[src/rtl/aae_pkg.sv]
// Shared constants and types for the adaptive arithmetic encoder.
// Used by aae_div, aae_packer and the top level; depends on nothing.
`default_nettype none
package aae_pkg;

  localparam int SYM_CNT    = 257;
  localparam int CODE_W     = 32;
  localparam int CNT_W      = 16;
  localparam int ADDR_W     = 9;
  localparam int FOLLOW_W   = 8;
  localparam int MAX_OUT    = 64;
  localparam int OCNT_W     = 7;
  localparam int DIV_W      = CODE_W + 1 + CNT_W;
  localparam int DCNT_W     = 6;
  localparam int RN_W       = 6;

  localparam logic [CODE_W-1:0]   TOP_VAL    = 32'hFFFF_FFFE;
  localparam logic [CODE_W-1:0]   HALF_PT    = 32'h8000_0000;
  localparam logic [CODE_W-1:0]   QTR_1      = 32'h4000_0000;
  localparam logic [CODE_W-1:0]   QTR_3      = 32'hC000_0000;
  localparam logic [CNT_W-1:0]    MAX_TOT_RST = 16'h8000;
  localparam logic [ADDR_W-1:0]   LAST_IDX   = 9'd257;
  localparam logic [FOLLOW_W-1:0] FOLLOW_MAX = 8'd255;
  localparam logic [RN_W-1:0]     RN_LIMIT   = 6'd32;

  typedef enum logic [2:0] {
    PK_NOP    = 3'd0,
    PK_PUT    = 3'd1,
    PK_FLUSH  = 3'd2,
    PK_FINISH = 3'd3,
    PK_CLEAR  = 3'd4
  } pk_op_t;

  typedef struct packed {
    pk_op_t op;
    logic   bit_val;
    logic   ovf;
  } pk_cmd_t;

endpackage
`default_nettype wire

[src/rtl/aae_div.sv]
// Restoring divider, one quotient bit per cycle.
// Depends on aae_pkg for widths.
`default_nettype none
module aae_div (
  input  wire logic                       clk,
  input  wire logic                       rst_n,
  input  wire logic                       start,
  input  wire logic [aae_pkg::DIV_W-1:0]  dividend,
  input  wire logic [aae_pkg::CNT_W-1:0]  divisor,
  output logic                            done,
  output logic      [aae_pkg::DIV_W-1:0]  quotient
);
  import aae_pkg::*;

  logic [DIV_W-1:0]  quo_r;
  logic [CNT_W-1:0]  rem_r;
  logic [CNT_W-1:0]  dsr_r;
  logic [DCNT_W-1:0] cnt_r;
  logic              busy_r;
  logic              done_r;
  logic [CNT_W:0]    trial;
  logic              qbit;
  logic [CNT_W:0]    diff;

  always_comb begin
    trial = {rem_r, quo_r[DIV_W-1]};
    diff  = trial - {1'b0, dsr_r};
    qbit  = (trial >= {1'b0, dsr_r});
  end

  always_ff @(posedge clk) begin
    if (!rst_n) begin
      busy_r <= 1'b0;
      done_r <= 1'b0;
      cnt_r  <= '0;
    end else begin
      done_r <= 1'b0;
      if (start) begin
        quo_r  <= dividend;
        rem_r  <= '0;
        dsr_r  <= divisor;
        cnt_r  <= DCNT_W'(DIV_W);
        busy_r <= 1'b1;
      end else if (busy_r) begin
        rem_r <= qbit ? diff[CNT_W-1:0] : trial[CNT_W-1:0];
        quo_r <= {quo_r[DIV_W-2:0], qbit};
        cnt_r <= cnt_r - 1'b1;
        if (cnt_r == DCNT_W'(1)) begin
          busy_r <= 1'b0;
          done_r <= 1'b1;
        end
      end
    end
  end

  assign done     = done_r;
  assign quotient = quo_r;

endmodule
`default_nettype wire

[config.mk]
export PLATFORM = sky130hd
export DESIGN_NAME = aae_div
export DESIGN_NICKNAME = d
export VERILOG_FILES = /design/src/rtl/aae_pkg.sv /design/src/rtl/aae_div.sv
export SDC_FILE = /design/constraint.sdc
export NUM_CORES = 1
export LEC_CHECK = 0
export BUFFER_PORTS_ARGS = -buffer_cell sky130_fd_sc_hd__buf_2
export CAP_MARGIN = 30
export CORE_MARGIN = 5
export CORE_UTILIZATION = 33
export DETAILED_ROUTE_END_ITERATION = 8
export HOLD_SLACK_MARGIN = 0.1
export PLACE_DENSITY = 0.57
export SLEW_MARGIN = 0
export SYNTH_ARGS = -nofsm -noshare
export SYNTH_HDL_FRONTEND = slang
export SYNTH_SLANG_ARGS = --single-unit
[constraint.sdc]
create_clock -name clk -period 6.7 [get_ports clk]
set_input_delay 1.005 -clock clk [delete_from_list [all_inputs] [get_ports clk]]
set_output_delay 1.005 -clock clk [all_outputs]
set_load 0.005 [all_outputs]
; Word level (Yosys, flattened, before mapping)
; Index checks and enable logic that the tools add are counted.
[word_totals]
reg_bits = 89
latch_bits = 0
mem_bits_rw = 0
mem_bits_ro = 0
in_bits = 68
output_inout_bits = 50
wordCells = 28
memories = 0
[classes]
addsub = 2
n_mul = 0
div_mod_pow = 0
n_lt_le_gt_ge = 1
n_eq_ne = 1
n_shift = 0
mux = 10
bitwise_logic = 2
n_reduce_logical = 5
[op_table]
columns = op, count
row1 = $mux W49, 2
row2 = $mux W16, 2
row3 = $ge A17 B16 Y1, 1
row4 = $sub A16 B16 Y16, 1
row5 = $mux W6, 2
row6 = $eq A6 B1 Y1 const B, 1
row7 = $sub A6 B1 Y6 const B, 1
row8 = $mux W1, 4
row9 = $reduce_and A2 Y1, 2
row10 = $reduce_or A3 Y1, 1
row11 = $not A1 Y1, 2
row12 = $reduce_bool A2 Y1, 1
row13 = $reduce_or A2 Y1, 1

; Logic depth before layout (Yosys ltp)
[depth]
depth_word = 4
mapped_depth = 11
mapped_depth_nobuf = 10

; Worst setup path before layout
; Ideal clock, no wire load.
[synth_path]
kind = input to register
start = in start
end = reg quo_r[0] (netlist: quotient[0]) (enable)
setup_ns = 0.428
arrival_ns = 2.854
required_ns = 6.272
path_slack_ns = 3.418
stages = 2
cell_sequence = clkbuf_1 -> o21a_1
[synth_via]
elab_chain_len = 2
[synth_rtl]
columns = element, line_no
row1 = from (decl), aae_div.sv:7  ; input wire logic start,
row2 = $reduce_bool A2 Y1 (no source line), --
row3 = $reduce_and A2 Y1 (no source line), --
row4 = to (signal assigned), aae_div.sv:39  ; quo_r <= dividend;
row5 = to (signal assigned), aae_div.sv:46  ; quo_r <= {quo_r[DIV_W-2:0], qbit};
row6 = to (decl), aae_div.sv:15  ; logic [DIV_W-1:0] quo_r;
; Every way passes these cells.
; A chain may end at the register's enable or synchronous reset.

; Worst setup path in the final report
[layout_path]
start = reg rem_r[7]
end = reg quo_r[0] (netlist: quotient[0]), data pin
[layout_via]
elab_chain_len = 3
[layout_rtl]
columns = element, line_no
row1 = from (decl), aae_div.sv:16  ; logic [CNT_W-1:0] rem_r;
row2 = from (signal assigned), aae_div.sv:45  ; rem_r <= qbit ? diff[CNT_W-1:0] : trial[CNT_W-1:0];
row3 = $ge A17 B16 Y1, aae_div.sv:28  ; qbit = (trial >= {1'b0, dsr_r});
row4 = $mux W49, aae_div.sv:44  ; end else if (busy_r) begin
row5 = $mux W49, aae_div.sv:38  ; if (start) begin
; Every way passes these cells. The select of a mux whose other input is x is not followed.

==> results.md <==
- Yosys top cell by area: edfxtp_1
- Row cnt: 42
- Avg Inst Size Synth: between 10 and 15 sq um
- Hold buffer count at cts: 0
- Warnings from Yosys: 0
- Vias: roughly 3100
- Finished Layout Cells: 648
- Max FO, Critical Path: 18
- Net Sw Power: between 0.4 and 0.5 mW
- Leak Pwr: 2.26 nW
- Root buffer cell: clkbuf_16
- Synth Area in Adders: ~5.4%
- Clk_skew: 0.00736 ns
- H-tree levels: 3
- Final Setup Violations: 0
- Initial Util: about a third
- Share of power burned in the clock network: 31.1%
- Vias/cell: 4.83
- Worst hold path type: register to register
- Final Routed Wirelength: 10500 microns
- DR iter-0 viols: 86
- RSZ-0062 raised after global routing: false
- Period Utilization, post-route: between 40 and 50%
- Number of routed nets with antenna violations: 0
- Crit path time final: 2.77 ns
- Slew Limit Fails: 0
- Drc violations: 0
- Fmax: around 360 MHz
- Core area: 13300 sq um
- Global route total overflow: 0
- Clk sink count: slightly below 90
- PnR Total Power: 1.48 mW
- Dpl cells: 632
- Int Power: 1.07 mW
- Die Span Y: around 130 microns
- Sw Ratio: between 20% and 30%
- Crit path DAT: 2.87 ns
- Seq cells post-synth: 89
- Max cap viols: 0
- # fillers: 1305
- HPWL Detailed: 7730 microns
- Worst-path clk slew: 0.06 ns
- Die width: 127 microns
- Post-synthesis mux area share: between 10 and 15%
- Post-route cell area: 5580 sq um
- Status: completed
- Combinational power share: between 20% and 30%
- Clock latency on the worst-skew pair: 0.34 ns
- CP max stage cell: edfxtp_1
- Power share of the sequential group: 46.5%
- Mapped cell area: 4540 sq um
- Total track usage: around an eighth
- IO Pins: 118
- Synth Area in Compound Gates: between 10 and 15%
- Largest stage delay on the critical path: 0.41 ns
- Ant diodes: 0
- Clock tree buffer depth: 2
- Post-CTS sizing: 0
- Vias in the first global route: 3353
- CP Capture Type: register
- Layout cell share with drive strength beyond 1: 41.5%
- # port buffers: 117
- Initial antenna violation count: 0
- Top post-synthesis cells by area: edfxtp_1, mux2_2, ha_1
- Synth Area in XOR/XNOR: 2.70%
- Worst slew margin: approximately 50%
- Simple-gate share of the synthesized area: under 10%
- Register area share after synthesis: 57.1%
- Worst-Margin Slew: around 0.74 ns
- Largest net degree at the start of global routing: 57
- Synth-to-Final Area Change: 23.0%
- Distinct cell type count after synthesis: 51
- Final Hold Vio Count: 0
- CTS tree: yes
- Crit path cell chain: ha_1 -> a211o_1 -> a21oi_2 -> nand3_2 -> a2111oi_4 -> nor2_2 -> buf_8 -> mux2_4
- Worst path required time: 6.80 ns
- EDFF count, synth: 81
- First-pass GRT wire length: ~17000 microns
- VDD IR max: 0.112 mV
- Syn Nets: approximately 430
- Area post-placement: 5320 sq um
- Largest family of logic cells by synthesized area: multiplexers
- Avg WL per Cell: between 15 and 20 microns
- Main synth FF type: edfxtp_1
- Post-synth top cells: edfxtp_1, mux2_2, nor2_1
- Pwr per Cell Area: 265 nW/um^2
- Die area: 16200 sq um
- Final net count: 554
- Startpoint Class: register
- Setup_tns: 0 ns
- Crit path kind: register to register
- Top-count cell post-synth: edfxtp_1
- Top-area cell type share of the netlist area: a little over half
- RePlAce Congestion: 0.847
- Setup Buffers After CTS: 0
- Total CTS buffers: 9
- Post-Synthesis Cells: 347
- Ys async rst share: 0%
- DRT Pass-1 Iters: 4
-- routing by layer --
layer	track usage [%]	share of wire (%)	vias up	wire, microns
li1	-	-	1540	-
met1	16.0	43	1468	4560
met2	20.7	46	108	4810
met3	6.05	9.3	13	976
met4	4.98	1.6	0	164
met5	0	0	-	0
-- stage by stage --
step           setup slack (ns)  utilization [%]  hold WS [ns]
2_1_floorplan              3.42                -         0.469
3_3_place_gp               3.67             39.7         0.486
3_5_place_dp               3.66             39.8         0.495
4_1_cts                    3.92             41.8         0.501
5_1_grt                    3.74             41.8         0.538
6_report                   3.93             41.8         0.505
-- worst max-delay path, delay by kind of cell (launching register included) --
kind / cells / cell delay (ns)
AND/OR/NAND/NOR: 2 / 0.33
buffers and inverters: 1 / 0.20
flip-flops: 1 / 0.41
adder cells (fa/ha/maj): 1 / 0.41
AO/OA/AOI/OAI: 3 / 0.90
multiplexers: 1 / 0.26
-- cell type report --
| class | count | area (sq um) | area share (%) |
|---|---|---|---|
| repair buffers | 120 | 616 | 11.0 |
| well taps | 176 | 220 | 3.94 |
| multi-input cells | 223 | 1800 | 32.2 |
| clock inverters | 5 | 32.5 | 0.583 |
| flip-flops and latches | 89 | 2590 | 46.4 |
| inverters | 24 | 90.1 | 1.61 |
| clock buffers | 11 | 233 | 4.17 |
-- cell usage in the layout (no fill, tap or decap), types with 7 or more instances in the layout --
cell	instances
a21oi_1	14
inv_1	23
mux2i_1	7
mux2_2	48
ha_1	18
xnor2_1	11
dfxtp_1	8
nor2_1	33
o21ai_0	10
buf_2	117
edfxtp_1	81
nand2_1	13
clkbuf_16	9
-- sequential cells by signal, indices dropped and copies added, names as in the netlist --
register / cells
cnt_r: 6
rem_r: 16
dsr_r: 16
done: 1
busy_r: 1
quotient: 49
-- cells by family after synthesis --
| family | after synthesis |
|---|---|
| AND/OR/NAND/NOR | 71 |
| flip-flops | 89 |
| adder cells (fa/ha/maj) | 19 |
| XOR/XNOR | 14 |
| AO/OA/AOI/OAI | 63 |
| multiplexers | 56 |
| buffers and inverters | 35 |
-- power groups by stage --
stage	combinational [mW]	sequential [mW]	clock [mW]
floorplan	0.240	0.697	0
finish	0.331	0.689	0.460
CTS	0.333	0.689	0.478
global placement	0.324	0.700	0
global route	0.369	0.694	0.498
detailed placement	0.331	0.700	0
-- worst paths after layout --
check / cells after the start / endpoint / slack, ns / startpoint
worst min-delay path: 2 / cnt_r[1] / 0.50 / cnt_r[1]
worst min register to register: 2 / cnt_r[1] / 0.50 / cnt_r[1]
worst max-delay path: 8 / quotient[0] / 3.93 / rem_r[7]
worst max register to register: 8 / quotient[0] / 3.93 / rem_r[7]
Note: power is estimated with default switching activity, not from simulation.
