$ cat src/rtl/aae_pkg.sv
// Shared constants and types for the adaptive arithmetic encoder.
// Used by aae_div, aae_packer and the top level; depends on nothing.
`default_nettype none
package aae_pkg;

  localparam int SYM_CNT    = 257;
  localparam int CODE_W     = 32;
  localparam int CNT_W      = 16;
  localparam int ADDR_W     = 9;
  localparam int FOLLOW_W   = 8;
  localparam int MAX_OUT    = 64;
  localparam int OCNT_W     = 7;
  localparam int DIV_W      = CODE_W + 1 + CNT_W;
  localparam int DCNT_W     = 6;
  localparam int RN_W       = 6;

  localparam logic [CODE_W-1:0]   TOP_VAL    = 32'hFFFF_FFFE;
  localparam logic [CODE_W-1:0]   HALF_PT    = 32'h8000_0000;
  localparam logic [CODE_W-1:0]   QTR_1      = 32'h4000_0000;
  localparam logic [CODE_W-1:0]   QTR_3      = 32'hC000_0000;
  localparam logic [CNT_W-1:0]    MAX_TOT_RST = 16'h8000;
  localparam logic [ADDR_W-1:0]   LAST_IDX   = 9'd257;
  localparam logic [FOLLOW_W-1:0] FOLLOW_MAX = 8'd255;
  localparam logic [RN_W-1:0]     RN_LIMIT   = 6'd32;

  typedef enum logic [2:0] {
    PK_NOP    = 3'd0,
    PK_PUT    = 3'd1,
    PK_FLUSH  = 3'd2,
    PK_FINISH = 3'd3,
    PK_CLEAR  = 3'd4
  } pk_op_t;

  typedef struct packed {
    pk_op_t op;
    logic   bit_val;
    logic   ovf;
  } pk_cmd_t;

endpackage
`default_nettype wire

$ cat src/rtl/aae_packer.sv
// Bit packer and output stage: packs code bits LSB-first, holds the newest
// byte back so the last one of a run can be marked. Depends on aae_pkg.
`default_nettype none
module aae_packer (
  input  wire logic             clk,
  input  wire logic             rst_n,
  input  wire aae_pkg::pk_cmd_t cmd,
  output logic                  ready,
  output logic                  out_valid,
  input  wire logic             out_stall,
  output logic [7:0]            out_byte,
  output logic                  out_last_of_run,
  output logic                  out_follow_overflow
);
  import aae_pkg::*;

  logic [7:0]        pack_r;
  logic [3:0]        bits_r;
  logic [7:0]        hold_r;
  logic              hold_ovf_r;
  logic              hold_v_r;
  logic [OCNT_W-1:0] cnt_r;
  logic              out_valid_r;
  logic [7:0]        out_byte_r;
  logic              out_last_r;
  logic              out_ovf_r;

  logic       out_free;
  logic [7:0] nb;
  logic [3:0] bl;
  logic       emit;
  logic       keep;
  logic [7:0] ev;
  logic       push;
  logic       plast;
  logic       finish;

  always_comb begin
    out_free = !out_valid_r || !out_stall;
    ready    = !hold_v_r || out_free;
    nb       = {cmd.bit_val, pack_r[7:1]};
    bl       = bits_r - 4'd1;
    emit     = 1'b0;
    ev       = nb;
    push     = 1'b0;
    plast    = 1'b0;
    finish   = 1'b0;
    case (cmd.op)
      PK_PUT: begin
        emit = (bl == 4'd0);
      end
      PK_FLUSH: begin
        emit = 1'b1;
        ev   = 8'({8'd0, pack_r} >> bits_r);
      end
      PK_FINISH: begin
        finish = 1'b1;
        push   = hold_v_r;
        plast  = 1'b1;
      end
      default: begin
      end
    endcase
    // Bytes past the per-word limit are dropped.
    keep = emit && (cnt_r < OCNT_W'(MAX_OUT));
    if (keep && hold_v_r) begin
      push = 1'b1;
    end
  end

  always_ff @(posedge clk) begin
    if (!rst_n) begin
      out_valid_r <= 1'b0;
      hold_v_r    <= 1'b0;
      cnt_r       <= '0;
      pack_r      <= '0;
      bits_r      <= 4'd8;
    end else begin
      if (out_valid_r && !out_stall) begin
        out_valid_r <= 1'b0;
      end
      if (push) begin
        out_valid_r <= 1'b1;
        out_byte_r  <= hold_r;
        out_last_r  <= plast;
        out_ovf_r   <= hold_ovf_r;
      end
      if (keep) begin
        hold_r     <= ev;
        hold_ovf_r <= cmd.ovf;
        hold_v_r   <= 1'b1;
        cnt_r      <= cnt_r + 1'b1;
      end
      if (finish) begin
        hold_v_r <= 1'b0;
        cnt_r    <= '0;
      end
      if (cmd.op == PK_PUT) begin
        pack_r <= nb;
        bits_r <= (bl == 4'd0) ? 4'd8 : bl;
      end else if (cmd.op == PK_CLEAR) begin
        pack_r <= '0;
        bits_r <= 4'd8;
      end
    end
  end

  assign out_valid           = out_valid_r;
  assign out_byte            = out_byte_r;
  assign out_last_of_run     = out_last_r;
  assign out_follow_overflow = out_ovf_r;

endmodule
`default_nettype wire

$ cat config.mk
export PLATFORM = sky130hd
export DESIGN_NAME = aae_packer
export DESIGN_NICKNAME = d
export VERILOG_FILES = /design/src/rtl/aae_pkg.sv /design/src/rtl/aae_packer.sv
export SDC_FILE = /design/constraint.sdc
export NUM_CORES = 1
export LEC_CHECK = 0
export BUFFER_PORTS_ARGS = -buffer_cell sky130_fd_sc_hd__buf_2
export CAP_MARGIN = 0
export CORE_MARGIN = 10
export CORE_UTILIZATION = 60
export CTS_CLUSTER_DIAMETER = 40
export DETAILED_ROUTE_END_ITERATION = 8
export PLACE_DENSITY = 0.81
export SETUP_SLACK_MARGIN = 0.3
export SYNTH_ARGS = -nofsm -noshare
export SYNTH_HDL_FRONTEND = slang
export SYNTH_SLANG_ARGS = --single-unit
$ cat constraint.sdc
create_clock -name clk -period 4.8 [get_ports clk]
set_input_delay 0.48 -clock clk [delete_from_list [all_inputs] [get_ports clk]]
set_output_delay 0.48 -clock clk [all_outputs]
set_load 0.03 [all_outputs]
==> Word-level counts from Yosys, hierarchy flattened <==
Index checks and enable logic that the tools add are counted.
{ "word_totals": {"regBits": 40, "in_bits": 8, "output_inout_bits": 12, "wordCells": 45} }
{ "classes": {"n_addsub": 2, "n_lt_le_gt_ge": 1, "n_eq_ne": 4, "n_shift": 1, "mux": 12, "bitwise": 1, "reduce_logical": 14} }
{ "op_table": {"columns": ["op", "count"], "rows": [
  ["8-bit 2-to-1 mux", 3],
  ["4-bit 2-to-1 mux", 3],
  ["8-bit by 4-bit right shift with 8-bit output", 1],
  ["7-bit by 1-bit adder with 7-bit output, second input constant", 1],
  ["7-bit < comparator, second input constant", 1],
  ["3-bit by 2-bit equality test with 1-bit output, second input constant", 2],
  ["1-bit 2-to-1 mux", 5],
  ["4-bit logical NOT", 1],
  ["2-bit AND reduction", 2],
  ["2-bit nonzero test", 2],
  ["4-bit by 1-bit subtractor with 4-bit output, second input constant", 1],
  ["3-bit by 1-bit equality test with 1-bit output, second input constant", 1],
  ["3-bit equality test, second input constant", 1],
  ["1-bit logical AND", 3],
  ["1-bit logical NOT", 3],
  ["1-bit logical OR", 2],
  ["1-bit case mux with 2 select lines", 1],
  ["2-bit OR reduction", 1],
  ["1-bit NOT", 1]
]} }

==> Longest topological paths before layout <==
Gate-level depths: netlist of run 1.
{ "logic_depth": {"depth_word": 7, "ltp_mapped": 9, "depth_no_buf": 7} }

==> Worst setup path before layout of run 1 <==
Ideal clock, no wire load.
{ "synth_timing": {"path_type": "reg2reg", "startpoint": "reg bits_r[1]", "endpoint": "reg out_byte_r[0] (netlist: out_byte[0]) (enable)", "setup_time_ns": 0.404, "t_arrival_ns": 2.478, "required_time_ns": 4.396, "slack_ns": 1.919, "path_stages_with_launch": 7, "path_buffers": 1, "synth_period_minus_slack_ns": 2.881, "path_cell_list": "dfxtp_1 > buf_2 > inv_1 > ha_1 > o41ai_1 > a31oi_1 > nor4_1"} }
{ "synth_via": {"elab_chain_len": 7} }
{ "synth_lines": {"columns": ["item", "line_no", "text"], "rows": [
  ["start: declaration", "aae_packer.sv:18", "logic [3:0] bits_r;"],
  ["start signal: assignment", "aae_packer.sv:100", "bits_r <= (bl == 4'd0) ? 4'd8 : bl;"],
  ["4-bit by 1-bit subtractor with 4-bit output", "aae_packer.sv:42", "bl = bits_r - 4'd1;"],
  ["4-bit logical NOT", "aae_packer.sv:50", "emit = (bl == 4'd0);"],
  ["1-bit case mux with 2 select lines", "aae_packer.sv:48", "case (cmd.op)"],
  ["1-bit logical AND", "aae_packer.sv:65", "keep = emit && (cnt_r < OCNT_W'(MAX_OUT));"],
  ["1-bit logical AND", "aae_packer.sv:66", "if (keep && hold_v_r) begin"],
  ["1-bit 2-to-1 mux", "aae_packer.sv:66", null],
  ["2-bit AND reduction (no source line)", null, null],
  ["end signal: assignment", "aae_packer.sv:84", "out_byte_r <= hold_r;"],
  ["end: declaration", "aae_packer.sv:24", "logic [7:0] out_byte_r;"]
]} }
No other way between the ends.
A chain may end at the register's enable or synchronous reset.

==> Final worst setup path of run 1 <==
{ "layout_timing": {"startpoint": "reg bits_r[0]", "endpoint": "reg out_byte_r[3] (netlist: out_byte[3]) (enable)"} }
Same word-level chain as after synthesis.

==> results of run 1 <==
==> cell families after synthesis <==
kind of cell	count (synthesis)	synth area share, %
fa+ha+maj	3	1.86
xor+xnor	1	0.433
mux	9	5.20
buf+inv	24	5.32
flops	40	49.0
simple gates	72	17.2
compound gates	63	21.0
==> state kept, by name, summed over array words and instances, names as in the netlist <==
register / flops
out_valid: 1
bits_r: 4
hold_v_r: 1
out_last_of_run: 1
out_follow_overflow: 1
cnt_r: 7
pack_r: 8
hold_r: 8
out_byte: 8
hold_ovf_r: 1
==> cell type report <==
type	count	area [sq um]	area share [%]
timing repair buffer	19	95.1	4.33
multi-input combinational	148	930	42.4
clock buffer	5	37.5	1.71
inverter	10	37.5	1.71
clock inverter	3	46.3	2.11
tap	46	57.6	2.62
sequential	40	991	45.2
==> stage by stage <==
stage          setup slack, ns  hold slack (ns)  cell area, sq um
2_1_floorplan             1.92            0.400              2020
3_3_place_gp              1.95            0.404              2110
3_5_place_dp              1.86            0.405              2110
4_1_cts                   1.82            0.290              2190
5_1_grt                   1.44            0.286              2190
6_report                  1.80            0.299              2190
==> routing by layer <==
layer | up-vias | share of wire [%]
met4 | 0 | 1.5
met5 | - | 0
met2 | 46 | 51
met1 | 726 | 41
met3 | 7 | 6.4
li1 | 805 | -
==> power by group through the flow <==
| stage | clock network [uW] | logic (uW) | registers, uW |
|---|---|---|---|
| CTS | 232 | 49.0 | 368 |
| floorplan | 0 | 41.7 | 372 |
| global placement | 0 | 47.1 | 376 |
| detailed placement | 0 | 48.5 | 376 |
| finish | 228 | 49.3 | 369 |
| global route | 246 | 55.5 | 370 |
==> how the worst max path moves through the flow <==
stage / cells after the start / endpoint / startpoint / slack (ns)
after floorplan: 6 / out_byte[0]$_DFFE_PP_ / bits_r[1]$_SDFFE_PN0P_ / 1.92
after global placement: 5 / out_byte[5]$_DFFE_PP_ / bits_r[0]$_SDFFE_PN0P_ / 1.95
after detailed placement: 5 / out_byte[6]$_DFFE_PP_ / bits_r[0]$_SDFFE_PN0P_ / 1.86
after CTS: 5 / out_last_of_run$_DFFE_PP_ / bits_r[0]$_SDFFE_PN0P_ / 1.82
after global routing: 5 / out_last_of_run$_DFFE_PP_ / bits_r[0]$_SDFFE_PN0P_ / 1.44
final: 5 / out_byte[3]$_DFFE_PP_ / bits_r[0]$_SDFFE_PN0P_ / 1.80
==> layout by cell type (no fill, tap or decap), types with 2 or more instances in the layout <==
cell                       instances
sky130_fd_sc_hd__clkbuf_4          5
sky130_fd_sc_hd__nor3_1            4
sky130_fd_sc_hd__or3_1             5
sky130_fd_sc_hd__nand2b_1          3
sky130_fd_sc_hd__nor2_1           23
sky130_fd_sc_hd__a22o_1           10
sky130_fd_sc_hd__a21boi_0          2
sky130_fd_sc_hd__dfxtp_1          21
sky130_fd_sc_hd__nand2_1          22
sky130_fd_sc_hd__inv_1            10
sky130_fd_sc_hd__mux2_2            2
sky130_fd_sc_hd__a21oi_1           9
sky130_fd_sc_hd__buf_2            19
sky130_fd_sc_hd__a22oi_1           9
sky130_fd_sc_hd__edfxtp_1         19
sky130_fd_sc_hd__a211oi_1          2
sky130_fd_sc_hd__o211ai_1          2
sky130_fd_sc_hd__mux2i_1           6
sky130_fd_sc_hd__o41ai_1           3
sky130_fd_sc_hd__ha_1              3
sky130_fd_sc_hd__nand3_1           5
sky130_fd_sc_hd__o21ai_0          17
sky130_fd_sc_hd__a31oi_1           5
==> critical path, delay by kind of cell, from the launching register on <==
family,cells,cell delay (ns)
buffers and inverters,1,0.20
DFF,1,0.65
and+or+nand+nor,1,0.74
AOI/OAI and AO/OA,2,0.72
adders and majority gates,1,0.31
==> cells in the mapped netlist (2+ instances only) <==
| master | instances | area (sq um) |
|---|---|---|
| sky130_fd_sc_hd__buf_6 | 2 | 22.5 |
| sky130_fd_sc_hd__dfxtp_1 | 21 | 420 |
| sky130_fd_sc_hd__or3_1 | 5 | 31.3 |
| sky130_fd_sc_hd__a22o_1 | 10 | 87.6 |
| sky130_fd_sc_hd__nand2b_1 | 3 | 18.8 |
| sky130_fd_sc_hd__ha_1 | 3 | 37.5 |
| sky130_fd_sc_hd__clkbuf_1 | 9 | 33.8 |
| sky130_fd_sc_hd__o211ai_1 | 2 | 15.0 |
| sky130_fd_sc_hd__o21ai_0 | 17 | 85.1 |
| sky130_fd_sc_hd__mux2i_1 | 6 | 60.1 |
| sky130_fd_sc_hd__nor3_1 | 4 | 20.0 |
| sky130_fd_sc_hd__a21oi_1 | 9 | 45.0 |
| sky130_fd_sc_hd__buf_2 | 2 | 10.0 |
| sky130_fd_sc_hd__a31oi_1 | 5 | 31.3 |
| sky130_fd_sc_hd__inv_1 | 10 | 37.5 |
| sky130_fd_sc_hd__nor2_1 | 23 | 86.3 |
| sky130_fd_sc_hd__nand2_1 | 22 | 82.6 |
| sky130_fd_sc_hd__a211oi_1 | 2 | 15.0 |
| sky130_fd_sc_hd__a22oi_1 | 9 | 67.6 |
| sky130_fd_sc_hd__edfxtp_1 | 19 | 571 |
| sky130_fd_sc_hd__mux2_2 | 2 | 22.5 |
| sky130_fd_sc_hd__o41ai_1 | 3 | 26.3 |
| sky130_fd_sc_hd__a21boi_0 | 2 | 15.0 |
| sky130_fd_sc_hd__nand3_1 | 5 | 25.0 |
==> results summary, run 1 <==
The flow ran to the end, and the final reports show no timing, DRC or antenna violations. The path class of the tightest hold or removal check is in2reg. The reported leakage power is 0.000741 uW. The buffer cell driving the clock tree root is sky130_fd_sc_hd__clkbuf_4. The final period utilization is 62.4%. The area growth from synthesis to layout is 8.54%. Each instance of the synthesized netlist takes up on average 9.54 sq um. The maximum clock path buffer count came out at 2.

The number of synthesized flops with an enable pin came out at 19. The worst setup path is launched from a register. The flop and latch count out of synthesis came out at 40. The slew at the pin with the worst max-slew slack is 1.19 ns. The worst setup path is of the reg2reg kind. The max-capacitance violation count is 0. For the finished layout, the period the worst path requires is 3.00 ns.

Setup repair after global routing left no endpoint under its margin. The routability congestion estimate from global placement came out at 0.949. The data required time at the worst endpoint came out at 4.78 ns.

In the final layout, the share of cells above drive strength 1 is 15.1%. The global-route wire length before repair came out at 6970 um. Counting every net in the synthesized netlist gives 223. Counting cells, the worst reg-to-reg path comes to 5. The largest fanout on the critical path came out at 15. For met2 alone, demand over resource in global routing was 24.6%. The global-route congestion overflow total came out at 0.

The met1 demand-to-capacity share in global routing is 15.0%. In the routed design, unresolved DRC markers number 0. The total core area is 3280 sq um. The number of antenna violations at the first check in global routing was 0. The max-slew headroom at the worst pin came out at 19.9%. The critical path goes through inv_1 > ha_1 > o41ai_1 > a31oi_1 > nor4_2. The detailed-route wire length is 3970 um.

The worst stage delay on the critical path is 0.74 ns. The number of sinks on the clock net came out at 40. The finished layout holds 271 standard cells, fillers aside. The setup-violating endpoint count in the final report is 0.

The clock-pin transition on the worst setup and hold timing paths is 0.13 ns. The count of pins on the block boundary is 20. For met3 alone, demand over resource in global routing was 3.87%.

After detailed placement, the design holds a cell count of 263. The mean routed wirelength per cell is 14.6 um. Counting flops with an async set or reset pin after synthesis yields a share of 0%. The total clock buffers created by CTS is 5.

The number of setup buffers added after CTS is 0. The part of the total power dissipated in combinational logic came out at 7.6%. The reg-to-reg endpoint is out_byte[3]$_DFFE_PP_. The worst setup path is captured at a register.

Based on the critical path, the design can be clocked at up to 0.334 GHz. The first detailed-routing pass ran for 5 iterations. The number of nets in the layout is 235. Entering global routing, the biggest net connects 23 pins. The power consumption is 646 uW. The net switching component of the power is 158 uW. The combined global-route utilization of all metal layers came out at 13.7%. Of the total power, registers draw 57.1%.

The share of the core filled with cells in the final layout came out at 66.8%. The switching share of power came out at 24.4%. The peak ir drop on the vdd network came out at 0.170 mV. The number of buffers added on ports is 19. Of the total power, the clock network draws 35.3%. The number of failing hold endpoints at the final stage came out at 0. Data arrives at the worst endpoint at 2.98 ns.

The layer carrying the most global-route usage is met2. For the final database, setup skew stands at 0.00898 ns. After clock tree synthesis, the flow added hold-fix buffers numbering 0. The setup TNS came out at 0 ns. The number of fillers in the final layout is 266. Sequential cells were found to cover 49.0% of the synthesized design area. The Yosys step of the flow raised 0 warnings. The summed instance area of the synthesized netlist is 2020 sq um. The number of global-route vias before repair is 1543. Among all stages on the critical path, the largest delay is contributed by sky130_fd_sc_hd__nor4_2. The die footprint is 6090 sq um. In the synthesized netlist the dominant register cell turns out to be sky130_fd_sc_hd__dfxtp_1. The hold path endpoint is bits_r[3]$_SDFFE_PN1P_. The startpoint identified for the worst register-to-register timing path is bits_r[0]$_SDFFE_PN0P_.

0 antenna diodes ended up in the layout. Counting instances, the worst hold path has a depth of 2. The number of vias after detailed routing is 1584.

For the worst-skew pair, the clock arrives at the later sink with an insertion delay of 0.35 ns. Gates resized during post-CTS repair numbered 0. The initial utilization of the core area, before any placement, comes to 61.6%. The worst setup slack for register-to-register paths is 1.80 ns. The initial DRC count is 89.

The chip width is 78.1 um. The remaining number of nets flagged by the antenna check after routing came out at 0. The max-slew violation count is 0. The placed wire-length estimate is 2870 um.

The number of different library cells in the post-synthesis netlist is 41. The cell-internal power is 488 uW. In this run the core area contains 21 standard-cell rows.

TritonCTS built the clock tree. The routed via count divided by cell count is 5.85. The height of the die is 78.1 um.

The power density over the cells came out at 294 nW/um^2. The number of instances in the synthesized netlist came out at 212. The startpoint of the worst hold path is rst_n.

The H-tree depth reported by CTS came out at 2.
No activity file was read; power rests on OpenSTA's default activity.
==> inputs of run 2 (changes only) <==
--- a/config.mk
+++ b/config.mk
@@ -8,10 +8,10 @@
 export BUFFER_PORTS_ARGS = -buffer_cell sky130_fd_sc_hd__buf_2
 export CAP_MARGIN = 0
 export CORE_MARGIN = 10
-export CORE_UTILIZATION = 60
+export CORE_UTILIZATION = 58
 export CTS_CLUSTER_DIAMETER = 40
 export DETAILED_ROUTE_END_ITERATION = 8
-export PLACE_DENSITY = 0.81
+export PLACE_DENSITY = 0.78
 export SETUP_SLACK_MARGIN = 0.3
 export SYNTH_ARGS = -nofsm -noshare
 export SYNTH_HDL_FRONTEND = slang
==> constraint.sdc (replaced) <==
create_clock -name clk -period 3.1 [get_ports clk]
set_input_delay 0.31 -clock clk [delete_from_list [all_inputs] [get_ports clk]]
set_output_delay 0.31 -clock clk [all_outputs]
set_load 0.03 [all_outputs]
==> run 2 against run 1 <==
Net effect: worst setup slack got worse by 1.2 ns; worst hold slack got worse by 0.16 ns; critical path depth rose by 2; clock power rose by 53%; sequential share of layout area fell by 0.40 points; utilization fell by 0.82 points; critical path type unchanged; largest cell class unchanged; highest routed layer unchanged.
==> results summary, run 2 (synthesis results as in run 1) <==
The type of element launching the critical path is a register. The peak ir drop on the vdd network was 0.258 mV (+52%). The combined global-route utilization of all metal layers is 14.6% (+0.94 points). The total core area came to 3360 sq um (+2.4%).

TritonCTS built the clock tree. The number of inserted diodes was 0 (unchanged). The share of the core filled with cells in the final layout came to 66.0% (-0.82 points).

The number of buffers added on ports is 19 (unchanged). The flow ran to the end, and the final reports show no timing, DRC or antenna violations. The detailed-route wire length is 4320 um (+9.0%). The highest clock rate is 0.396 GHz (+19%). The die footprint is 6250 sq um (+2.6%). The number of sinks on the clock net is 40 (unchanged). The share of final-layout standard cells stronger than drive strength 1 is 17.1% (+2.0 points). The mean routed wirelength per cell came out at 15.8 um (+7.8%). The number of global-route vias before repair was 1598 (+3.6%). The startpoint identified for the worst register-to-register timing path is bits_r[0]$_SDFFE_PN0P_.

The largest fanout on the critical path came out at 15 (unchanged). The worst endpoint data arrival time was 2.83 ns (-0.15 ns). The height of the die is 79.0 um (+1.3%). The setup-violating endpoint count in the final report is 0 (unchanged). The detailed-router iteration count before antenna repair came out at 4 (-1). The depth of the most critical reg-to-reg path is 7 (+2).

The worst setup slack for register-to-register paths is 0.57 ns (-1.23 ns). The number of antenna violations at the first check in global routing was 0 (unchanged). The number of vias after detailed routing came out at 1644 (+3.8%). The final period utilization came to 81.6% (+19 points). The global-route wire length before repair is 7460 um (+7.0%). The total clock buffers created by CTS is 5 (unchanged).

The starting density of the core came out at 60.1% (-1.4 points). In this run the worst setup path terminates at cnt_r[2]$_SDFFE_PP0N_. The initial DRC count came out at 90 (+1.1%).

The global-route congestion overflow total is 0 (unchanged). The max-slew headroom at the worst pin came out at 49.8% (+30 points). The maximum number of pins on one net before global-route repair came to 23 (unchanged). The routability congestion estimate from global placement came out at 0.902 (-4.9%). The reported leakage power came out at 0.000757 uW (+2.2%). The data required time at the worst endpoint was 3.40 ns (-1.38 ns). Setup repair after global routing left no endpoint under its margin. The power consumption is 1000 uW (+55%).

The endpoint identified for the worst register-to-register timing path is cnt_r[2]$_SDFFE_PP0N_. The placed wire-length estimate is 3140 um (+9.4%). The power density over the cells came to 450 nW/um^2 (+53%).

The worst hold slack was 0.135 ns (-0.165 ns). The number of placed instances, taps included came to 266 (+1.1%). The endpoint kind of the worst setup timing path is a register. Relative to the synthesized area, the layout overhead comes to 9.78%. Leaving out fill and tap cells, the most frequent cell in the layout is sky130_fd_sc_hd__nor2_1. The number of instances resized during post-cts repair came out at 0 (unchanged). The remaining number of nets flagged by the antenna check after routing came out at 0 (unchanged).

The H-tree depth reported by CTS came out at 2 (unchanged). The number of failing hold endpoints at the final stage is 0 (unchanged). The number of setup buffers added after CTS came out at 0 (unchanged). The count of pins on the block boundary is 20 (unchanged). The min-delay analysis places its worst path in the category in2reg. The max-slew violation count is 0 (unchanged). The post-layout instance count excluding filler cells is 274 (+1.1%). The number of core rows came to 21 (unchanged). The time the final worst path needs with I/O delays and setup is 2.53 ns (-0.468 ns). The timing startpoint of the critical path is bits_r[0]$_SDFFE_PN0P_. The number of nets in the layout was 238 (+1.3%). The slew at the pin with the worst max-slew slack is 0.750 ns (-0.439 ns). The clock-pin transition on the worst setup and hold timing paths came out at 0.12 ns (about the same). The top cell types in the final layout, fill and taps aside, are sky130_fd_sc_hd__nor2_1 (23), sky130_fd_sc_hd__nand2_1 (22), sky130_fd_sc_hd__dfxtp_1 (19), sky130_fd_sc_hd__edfxtp_1 (19), sky130_fd_sc_hd__buf_2 (19).

The routed via count divided by cell count is 6.00 (+2.7%). The chip width is 79.0 um (+1.3%). The root buffer cell chosen for the clock tree is sky130_fd_sc_hd__clkbuf_4. The hold buffer count at cts was 0 (unchanged). The clock skew came out at 0.00838 ns (-0.000598 ns).

The max-capacitance violation count came out at 0 (unchanged). The clock latency reported for the late side of the worst-skew pair came out at 0.35 ns (about the same). The setup TNS came out at 0 ns (unchanged).

The DRC violations left is 0 (unchanged). The category of the critical setup timing path is reg2reg. The maximum clock path buffer count came to 2 (unchanged).
-- run 2: metrics by stage --
step / instance area (sq um) / setup slack, ns
6_report: 2220 / 0.572
3_5_place_dp: 2130 / 0.419
3_3_place_gp: 2130 / 0.656
2_1_floorplan: 2030 / 0.623
5_1_grt: 2220 / 0.339
4_1_cts: 2220 / 0.385
-- run 2: worst min path at each step --
stage	startpoint	end	slack, ns	depth (start not counted)
final	cmd[0]	hold_ovf_r$_DFFE_PP_	0.13	1
after floorplan	rst_n	bits_r[3]$_SDFFE_PN1P_	0.37	1
after CTS	cmd[0]	hold_ovf_r$_DFFE_PP_	0.12	1
after global placement	hold_r[2]$_DFFE_PP_	out_byte[2]$_DFFE_PP_	0.40	0
after global routing	cmd[0]	hold_ovf_r$_DFFE_PP_	0.09	1
after detailed placement	hold_r[3]$_DFFE_PP_	out_byte[3]$_DFFE_PP_	0.41	0
-- run 2: layout make-up --
type / count / area [sq um]
fillers: 287 / 1140
flip-flops and latches: 40 / 993
clock inverters: 3 / 46.3
repair buffers: 22 / 118
inverters: 10 / 37.5
multi-input cells: 148 / 930
well taps: 46 / 57.6
clock buffers: 5 / 37.5
-- run 2: critical path: stages (launching register included) --
cell and delay [ns]:
sky130_fd_sc_hd__dfxtp_2 0.51, sky130_fd_sc_hd__inv_1 0.17, sky130_fd_sc_hd__ha_1 0.31, sky130_fd_sc_hd__nand4bb_1 0.25
sky130_fd_sc_hd__nor4b_2 0.31, sky130_fd_sc_hd__o211ai_2 0.28, sky130_fd_sc_hd__or4_1 0.55, sky130_fd_sc_hd__nand2_1 0.10
-- run 2: where the power goes --
group | switching [uW] | internal, uW
clock network | 177 | 172
registers | 13.6 | 558
logic | 51.1 | 27.6
total | 242 | 758
-- run 2: metal layers --
metal  track usage, %  up-vias  routed length [um]
met1             16.1      778                1730
met5                0        -                   0
met3             4.73        7                 266
li1                 -      811                   -
met4             6.81        0                  80
met2             25.0       48                2250
==> inputs of run 3 (changes only) <==
--- a/config.mk
+++ b/config.mk
@@ -8,10 +8,10 @@
 export BUFFER_PORTS_ARGS = -buffer_cell sky130_fd_sc_hd__buf_2
 export CAP_MARGIN = 0
 export CORE_MARGIN = 10
-export CORE_UTILIZATION = 58
+export CORE_UTILIZATION = 52
 export CTS_CLUSTER_DIAMETER = 40
 export DETAILED_ROUTE_END_ITERATION = 8
-export PLACE_DENSITY = 0.78
+export PLACE_DENSITY = 0.74
 export SETUP_SLACK_MARGIN = 0.3
 export SYNTH_ARGS = -nofsm -noshare
 export SYNTH_HDL_FRONTEND = slang
==> constraint.sdc (replaced) <==
create_clock -name clk -period 2.1 [get_ports clk]
set_input_delay 0.21 -clock clk [delete_from_list [all_inputs] [get_ports clk]]
set_output_delay 0.21 -clock clk [all_outputs]
set_load 0.03 [all_outputs]
==> run 3 against run 2 <==
Net effect: maximum frequency up 29%; cell count grew 6.9%; utilization rose by 1.1 points; power increased by 51%; count of clock-buffer cells in the layout rose by 1; via count up 3.3%; cell area increased by 12%; critical path depth fell by 1.
==> results summary, run 3 (synthesis results as in run 1) <==
The run finished with clean final reports. The number of nets in the layout came to 255 (+7.1%). The highest clock rate is 0.508 GHz (+29%). The worst setup slack for register-to-register paths was 0.13 ns (-0.44 ns). The final period utilization is 93.7% (+12 points). The switching share of power is 25.3% (+1.1 points).

The routability congestion estimate from global placement is 0.850 (-5.8%). The global-route congestion overflow total was 0 (unchanged). The die footprint is 6780 sq um (+8.6%).

The count of pins on the block boundary came out at 20 (unchanged). TritonCTS built the clock tree. The power consumption is 1510 uW (+51%).

The maximum number of pins on one net before global-route repair came out at 16 (-30%). The placed wire-length estimate came out at 2990 um (-4.7%). The setup-violating endpoint count in the final report came to 0 (unchanged).

The number of placed instances, taps included came out at 277 (+4.1%). The number of global-route vias before repair came to 1601 (+0.19%). The max-slew headroom at the worst pin came out at 11.7% (-38 points). The total core area came out at 3720 sq um (+10%). The setup TNS is 0 ns (unchanged). The height of the die came out at 82.4 um (+4.2%). The global-route wire length before repair was 7420 um (-0.55%).

The buffer cell driving the clock tree root is sky130_fd_sc_hd__clkbuf_8. The peak ir drop on the vdd network came out at 0.511 mV (+98%). The detailed-router iteration count before antenna repair is 4 (unchanged). The worst hold slack is 0.0929 ns (-0.0418 ns). Setup repair after global routing could not meet its margin everywhere.

The number of failing hold endpoints at the final stage is 0 (unchanged). The starting density of the core is 54.4% (-5.7 points). The share of power burned in the clock network was 32.7% (-2.2 points). The hold buffer count at cts is 0 (unchanged). The H-tree depth reported by CTS is 2 (unchanged).

The share of final-layout standard cells stronger than drive strength 1 is 27.3% (+10 points). The instance area after placement was 2250 sq um (+5.3%). The clock skew came out at 0.00428 ns (-0.00410 ns). The combined global-route utilization of all metal layers was 13.8% (-0.82 points).

The number of sinks on the clock net came out at 40 (unchanged). The total non-filler cell area in the finished layout came out at 2490 sq um (+12%). The cell-internal power came out at 1120 uW (+48%). The buffering stage count on the worst path with inverters included came out at 1 (unchanged). The proportion of power drawn by flip-flops and latches is 55.4% (-1.8 points). The max-capacitance violation count was 0 (unchanged).

The max-slew violation count is 0 (unchanged). The slowest stage of the critical path belongs to the cell sky130_fd_sc_hd__nor3_1. The time the final worst path needs with I/O delays and setup is 1.97 ns (-0.561 ns).

The number of core rows is 22 (+4.8%). The initial DRC count is 163 (+81%). The remaining number of nets flagged by the antenna check after routing is 0 (unchanged). The number of fillers in the final layout is 283 (-1.4%).

The top cell types in the final layout, fill and taps aside, are sky130_fd_sc_hd__nor2_1 (22), sky130_fd_sc_hd__nand2_1 (22), sky130_fd_sc_hd__dfxtp_1 (19), sky130_fd_sc_hd__edfxtp_1 (19), sky130_fd_sc_hd__buf_2 (19). The maximum clock path buffer count came out at 2 (unchanged). The slew at the pin with the worst max-slew slack came to 1.31 ns (+0.560 ns). The number of antenna violations at the first check in global routing came out at 0 (unchanged).

The number of inserted diodes came out at 0 (unchanged). Walking the worst path, the cells encountered are nor3_1 > nand2b_4 > o41ai_4 > a31oi_2 > nor4_4 > buf_4. The number of vias after detailed routing is 1699 (+3.3%).

The post-layout instance count excluding filler cells is 293 (+6.9%). The chip width came out at 82.4 um (+4.2%). The number of buffers added on ports is 19 (unchanged). In this design, the largest share of critical-path delay is due to simple AND/OR/NAND/NOR gates.

The reported leakage power is 0.000873 uW (+15%). The worst setup path is launched from a register. The min-delay analysis places its worst path in the category in2reg.

The worst endpoint data arrival time is 2.03 ns (-0.80 ns). The net switching component of the power is 381 uW (+58%). The data required time at the worst endpoint came out at 2.16 ns (-1.24 ns). The largest fanout on the critical path came out at 6 (-9). The clock-pin transition on the worst setup and hold timing paths is 0.08 ns (-0.04 ns). The worst setup path is captured at a register. The routed via count divided by cell count came out at 5.80 (-3.4%). The power density over the cells is 604 nW/um^2 (+34%). The worst stage delay on the critical path came out at 0.52 ns (-0.03 ns). The part of the total power dissipated in combinational logic came to 11.9% (+4.0 points). The detailed-route wire length came out at 4620 um (+6.8%). The clock latency reported for the late side of the worst-skew pair is 0.29 ns (-0.06 ns). The synthesis-to-layout area growth came out at 23.3%. The total clock buffers created by CTS is 5 (unchanged).

The critical path is of the reg2reg type. The DRC violations left came to 0 (unchanged). The mean routed wirelength per cell came out at 15.8 um (-0.15%).
[run 3: cell types whose count changed in the layout (fill, tap and decap cells not counted), moves of 2 or more]
cell	before	now
sky130_fd_sc_hd__dfxtp_2	2	0
sky130_fd_sc_hd__clkbuf_8	0	5
sky130_fd_sc_hd__inv_2	0	2
sky130_fd_sc_hd__o21ai_1	1	4
sky130_fd_sc_hd__clkbuf_4	5	0
sky130_fd_sc_hd__inv_1	10	7
sky130_fd_sc_hd__buf_4	3	17
sky130_fd_sc_hd__ha_4	0	2
sky130_fd_sc_hd__buf_6	0	2
sky130_fd_sc_hd__o21ai_0	17	12
sky130_fd_sc_hd__dfxtp_4	0	2
sky130_fd_sc_hd__ha_1	3	1
[run 3: worst paths after layout]
check / startpoint / end / cells after the start
hold reg to reg: hold_r[1]$_DFFE_PP_ / out_byte[1]$_DFFE_PP_ / 0
setup reg to reg: bits_r[0]$_SDFFE_PN0P_ / out_byte[3]$_DFFE_PP_ / 6
setup / recovery: bits_r[0]$_SDFFE_PN0P_ / out_byte[3]$_DFFE_PP_ / 6
hold / removal: cmd[0] / hold_ovf_r$_DFFE_PP_ / 1
[run 3: area by class of cell]
cell class	count	area, sq um	area share [%]
inverters	10	40.0	1.61
multi-input cells	149	1060	42.7
well taps	48	60.1	2.41
clock buffers	6	72.6	2.91
clock inverters	2	12.5	0.502
flip-flops and latches	40	998	40.0
repair buffers	38	245	9.83
[run 3: metrics by stage]
| stage | utilization, % | setup slack [ns] |
|---|---|---|
| 3_3_place_gp | 60.5 | 0.0667 |
| 2_1_floorplan | - | 0.0118 |
| 5_1_grt | 67.1 | 0.0826 |
| 6_report | 67.1 | 0.133 |
| 4_1_cts | 65.6 | 0.172 |
| 3_5_place_dp | 60.5 | 0.0203 |
[run 3: repair_timing]
action	CTS	global route
pin swaps	17	7
gates resized for setup	15	6
setup endpoints to repair	25	27
hold endpoints to repair	0	0
setup buffers	4	2
gates cloned	2	0
[run 3: worst reg2reg max path, stage by stage (launching register included)]
cell and delay (ns):
sky130_fd_sc_hd__dfxtp_4 0.37, sky130_fd_sc_hd__nor3_1 0.52, sky130_fd_sc_hd__nand2b_4 0.26, sky130_fd_sc_hd__o41ai_4 0.09, sky130_fd_sc_hd__a31oi_2 0.25, sky130_fd_sc_hd__nor4_4 0.06, sky130_fd_sc_hd__buf_4 0.18
[run 3: routing by layer]
layer | share of wire [%] | GRT usage (%) | vias up
met5 | 0 | 0 | -
met4 | 1.2 | 5.95 | 0
met1 | 43 | 16.8 | 797
met3 | 6.6 | 3.46 | 6
li1 | - | - | 848
met2 | 50 | 22.6 | 48
[run 3: power by group through the flow]
stage,Combinational [uW],Sequential [uW],Clock [uW]
after floorplan,104,851,0
after global placement,142,851,0
after detailed placement,144,851,0
after CTS,162,832,503
after global routing,193,835,533
final,179,834,492
